===== src/sv/edd_pkg.sv =====
// Types and constants for the error diffusion dither block.
`timescale 1ns / 1ps
`default_nettype none

package edd_pkg;

  localparam int MODE_W     = 2;
  localparam int PIX_W      = 8;
  localparam int COL_W      = 10;
  localparam int ROW_W      = 11;
  localparam int LEVEL_W    = 3;
  localparam int ERR_W      = 7;
  localparam int CFG_IDX_W  = 1;
  localparam int CFG_DATA_W = 11;

  localparam logic [PIX_W-1:0] SAT_MAX   = 8'hFF;
  localparam logic [PIX_W-1:0] MASK_BW   = 8'h80;
  localparam logic [PIX_W-1:0] MASK_GRAY = 8'hE0;
  localparam logic [ROW_W-1:0] ROW_WIDTH_RST = 11'd1024;

  typedef enum logic [MODE_W-1:0] {
    MODE_PIXEL = 2'd0,
    MODE_SWAP  = 2'd1,
    MODE_CLEAR = 2'd2
  } mode_t;

  typedef enum logic [CFG_IDX_W-1:0] {
    REG_DISPLAY_MODE = 1'd0,
    REG_ROW_WIDTH    = 1'd1
  } cfg_reg_t;

  typedef enum logic [3:0] {
    S_CLEAR,
    S_IDLE,
    S_PX_READ,
    S_PX_QUANT,
    S_PX_UPD_A,
    S_PX_UPD_B,
    S_PX_UPD_C,
    S_EMIT,
    S_SWAP
  } state_t;

  typedef struct packed {
    logic capture;
    logic sweep_start;
    logic px_quant;
    logic upd_a;
    logic upd_b;
    logic upd_c;
    logic copy_run;
    logic zero_run;
    logic load_out;
  } dp_cmd_t;

  typedef struct packed {
    logic copy_done;
    logic zero_done;
  } dp_stat_t;

endpackage

`default_nettype wire


===== src/sv/edd_ctrl.sv =====
// Controller: sequences pixel updates, row sweeps and the result word.
`timescale 1ns / 1ps
`default_nettype none

module edd_ctrl
  import edd_pkg::*;
(
  input  wire logic              clk,
  input  wire logic              rst,
  input  wire logic              item_valid,
  output logic                   item_ready,
  input  wire logic [MODE_W-1:0] mode,
  output logic                   result_valid,
  input  wire logic              result_ready,
  output dp_cmd_t                cmd,
  input  wire dp_stat_t          stat
);

  state_t state, state_next;
  logic   result_valid_next;

  always_ff @(posedge clk) begin
    if (rst) begin
      state        <= S_CLEAR;
      result_valid <= 1'b0;
    end else begin
      state        <= state_next;
      result_valid <= result_valid_next;
    end
  end

  always_comb begin
    state_next        = state;
    result_valid_next = result_valid && !result_ready;
    cmd               = '0;
    item_ready        = 1'b0;
    unique case (state)
      S_CLEAR: begin
        cmd.zero_run = 1'b1;
        if (stat.zero_done) begin
          state_next = S_IDLE;
        end
      end
      S_IDLE: begin
        item_ready = 1'b1;
        if (item_valid) begin
          unique case (mode)
            MODE_PIXEL: begin
              cmd.capture = 1'b1;
              state_next  = S_PX_READ;
            end
            MODE_SWAP: begin
              cmd.sweep_start = 1'b1;
              state_next      = S_SWAP;
            end
            MODE_CLEAR: begin
              cmd.sweep_start = 1'b1;
              state_next      = S_CLEAR;
            end
            default: ;
          endcase
        end
      end
      S_PX_READ: begin
        state_next = S_PX_QUANT;
      end
      S_PX_QUANT: begin
        cmd.px_quant = 1'b1;
        state_next   = S_PX_UPD_A;
      end
      S_PX_UPD_A: begin
        cmd.upd_a  = 1'b1;
        state_next = S_PX_UPD_B;
      end
      S_PX_UPD_B: begin
        cmd.upd_b  = 1'b1;
        state_next = S_PX_UPD_C;
      end
      S_PX_UPD_C: begin
        cmd.upd_c  = 1'b1;
        state_next = S_EMIT;
      end
      S_EMIT: begin
        if (!result_valid || result_ready) begin
          cmd.load_out      = 1'b1;
          result_valid_next = 1'b1;
          state_next        = S_IDLE;
        end
      end
      S_SWAP: begin
        cmd.copy_run = 1'b1;
        if (stat.copy_done) begin
          state_next = S_IDLE;
        end
      end
      default: state_next = S_CLEAR;
    endcase
  end

endmodule

`default_nettype wire


===== config.mk =====
export PLATFORM = sky130hd
export DESIGN_NAME = edd_ctrl
export DESIGN_NICKNAME = d
export VERILOG_FILES = /design/src/sv/edd_pkg.sv /design/src/sv/edd_ctrl.sv
export SDC_FILE = /design/constraint.sdc
export NUM_CORES = 1
export LEC_CHECK = 0
export ABC_AREA = 1
export ABC_CLOCK_PERIOD_IN_PS = 1070
export BUFFER_PORTS_ARGS = -buffer_cell sky130_fd_sc_hd__buf_2
export CAP_MARGIN = 30
export CORE_AREA = 10 10 47 49
export DETAILED_ROUTE_END_ITERATION = 7
export DIE_AREA = 0 0 57 59
export PLACE_DENSITY = 0.62
export SLEW_MARGIN = 20
export SYNTH_ARGS = -nofsm -noshare
export SYNTH_HDL_FRONTEND = slang
export SYNTH_SLANG_ARGS = --single-unit
export TNS_END_PERCENT = 20

===== constraint.sdc =====
create_clock -name clk -period 1.07 [get_ports clk]
set_input_delay 0.1605 -clock clk [delete_from_list [all_inputs] [get_ports clk]]
set_output_delay 0.1605 -clock clk [all_outputs]
set_load 0.02 [all_outputs]

==> metrics.csv <==
stage,metric,value,unit
critical_path,path_class,reg -> out,
sta,hold_viol,0,
sta,hold_ws,0.122,ns
sta,rsz0062_at_grt,true,
sta,finClkSkew,0.00403,ns
cts,cts_buffers,3,
sta,maxSlewViolCount,0,
placed_design,dp_hpwl,1.10,mm
sta,fmax,0.759,GHz
critical_path,crit_fanout,4,
sta,finalSetupTns,-2.51,ns
floorplanning,start_util,31.6,%
pwr,peakVddDrop,0.000792,V
drt,vias,578,
cts,clockRootBuffer,clkbuf_4,
critical_path,startpoint,state[3]$_SDFFE_PP0P_,
cells_and_area,syn_to_final_growth,84.7,%
worst_hold_path,worstHoldStart,rst,
logic_synthesis,synth_nets,85,
cells_and_area,n_fill_cell,133,
critical_path,required,0.91,ns
drt,drt_first_pass_iters,4,
drt,drt_wl_total,1.37,mm
pwr,power.total,1.31,mW
floorplanning,fp.dieH,59,um
logic_synthesis,ys_top_cells_by_area,"dfxtp_1 23%, inv_1 14%, nor2_1 12%",
drt,drtIter0Drc,9,
critical_path,cp_cell_sequence,buf_4 > nor2_4 > nand2_1 > nor2_1 > buf_4,
placed_design,dp_slack,-0.0912,ns
sta,finalCriticalPeriod,1.32,ns
sta,worst_pin_slew,0.261,ns
placed_design,placed_area,682,sq um
placed_design,place_congestion,0.826,
global_route,antenna_found_initial,0,
floorplanning,ios,19,
critical_path,slowest_delay,0.34,ns
logic_synthesis,ys_types,18,
job,max-cap-violations,0,
drt,drt.antenna.violating_nets,0,
placed_design,placed_cells,122,
cells_and_area,fin_nets,123,
critical_path,worst-endpoint-arrival,1.16,ns
cells_and_area,fin_cells,127,
drt,routedWlPerCell,10.8,um
critical_path,start_kind,flip-flop,
cts,ctsHoldBuffers,0,
critical_path,cpMostUsedCell,buf_4,
cts,htreeDepth,1,
pwr,leakage,0.407,nW
cells_and_area,post-route-util,58.4,%
logic_synthesis,synth_seq_area_share,22.6,%
logic_synthesis,syn_area_per_cell,5.99,sq um
cells_and_area,num_antenna_cells,0,
global_route,grt.overflow.total,0,
critical_path,crit_path_end_kind,primary output,
global_route,grtUsageTotal,7.85,%
logic_synthesis,synth_largest_area_cell,dfxtp_1,
critical_path,cpLargestDelayFamily,flip-flops,
logic_synthesis,synth_cells,74,
floorplanning,rows,14,
logic_synthesis,yosysWarnings,0,
sta,maxSlewHeadroom,82.4,%
cells_and_area,drive_gt1_share,55.0,%
drt,viasPerCell,4.55,
global_route,grt_pass1_wl,2.19,mm
cells_and_area,design_area,818,sq um
global_route,first_global_vias,518,
drt,drc,0,
floorplanning,die_w,57,um
cts,cts_tree,done,
sta,setup_viol,14,
pwr,power_density,1600,nW/um^2
global_route,grt_max_degree,7,
floorplanning,die-area,3360,sq um
worst_hold_path,hp-class,in -> reg,
logic_synthesis,synth_area,443,sq um
critical_path,r2r-start,state[3]$_SDFFE_PP0P_,
cts,insertion_delay,0.24,ns
placed_design,port_buffers,18,
logic_synthesis,netlist.area_leader.share,22.6,%
critical_path,critPathSlowestCell,dfxtp_2,
cts,clock_sinks,5,
floorplanning,core-area,1400,sq um
sta,timing.final.crit_share,123,%
run_status,status,"finished, violations left",
sta,layout_setup_ws,-0.247,ns
logic_synthesis,synth_seq_cells,5,
critical_path,path_buf_inv,2,
cts,cts.clk_slew.worst_paths,0.04,ns
run_status,violations,negative setup slack,
cts,cts_buffer_depth,2,
## cells in the final DEF (no fill, tap or decap)
cell type  synthesis  layout
nor3_2             0       2
nor2_1            14      10
nand4_1            1       1
nand2_2            1       2
buf_6              0       3
ha_1               3       3
nor3_4             0       1
nand3_1            5       3
dfxtp_4            0       3
a21oi_2            0       1
inv_2              2       4
clkbuf_1           0       1
a21oi_1            3       2
nand3_2            0       1
buf_2              0       8
a31oi_1            1       1
nand3_4            0       1
nand3b_1           1       1
o211ai_1           1       1
nor2_2             1       1
inv_4              0       1
buf_4              0      22
nor2_4             2       6
dfxtp_2            0       1
nand4_2            1       1
o21ai_0            2       2
inv_1             17      14
nand2_1           11      10
dfxtp_1            5       1
clkbuf_4           0       3
## report_power, final
group	switching (mW)	internal (mW)
clock network	0.0762	0.141
registers	0.0658	0.237
logic	0.441	0.351
total	0.583	0.728
## kinds of logic after synthesis
group,Yosys count,share of synthesized area (%)
AND/OR/NAND/NOR,40,44.1
buffers and inverters,19,16.1
AO/OA/AOI/OAI,7,8.76
flip-flops,5,22.6
adder cells (fa/ha/maj),3,8.48
## registers in the layout, summed over array words and instances, names as in the netlist
signal,flops
result_valid,1
state,4
## synth_stat cells
cell type   n
nand4_2     1
o211ai_1    1
nor2_1     14
nand2_2     1
nor3_1      3
nand4_1     1
a31oi_1     1
nand3b_1    1
dfxtp_1     5
inv_1      17
o21ai_0     2
inv_2       2
nand2_1    11
nand3_1     5
nor2_2      1
ha_1        3
a21oi_1     3
nor2_4      2
## metal layers
layer / wire length, um / GRT usage [%]
met3: 81 / 2.79
met4: 0 / 4.03
met2: 747 / 13.8
met1: 543 / 8.04
met5: 0 / 0
## what timing repair did
action                                  4_1_cts  5_1_grt
gates resized for setup                      20       16
endpoints found under the setup margin       13       14
pin swaps                                     2        1
setup buffers                                 1        0
## worst paths after layout
kind	end	slack, ns	depth (start not counted)
worst max-delay path	cmd[0]	-0.25	5
worst max register to register	state[1]$_SDFFE_PP0P_	-0.17	7
worst min-delay path	state[2]$_SDFFE_PP0P_	0.12	2
worst min register to register	state[2]$_SDFFE_PP0P_	0.62	4
## worst register-to-register path: stages, from the launching register on
cell and delay, ns:
dfxtp_2 0.34, buf_4 0.14, nor2_4 0.11, buf_4 0.14, nand2_1 0.08, o211ai_1 0.19, nor2_1 0.07, nor2_1 0.10
## cell type report
cell class	instances	area (sq um)	share of cell area [%]
clock buffers	4	26.3	3.21
inverters	19	73.8	9.02
multi-input cells	50	347	42.4
flip-flops and latches	5	113	13.8
well taps	16	20.0	2.45
repair buffers	33	239	29.2
Note: power is estimated with default switching activity, not from simulation.
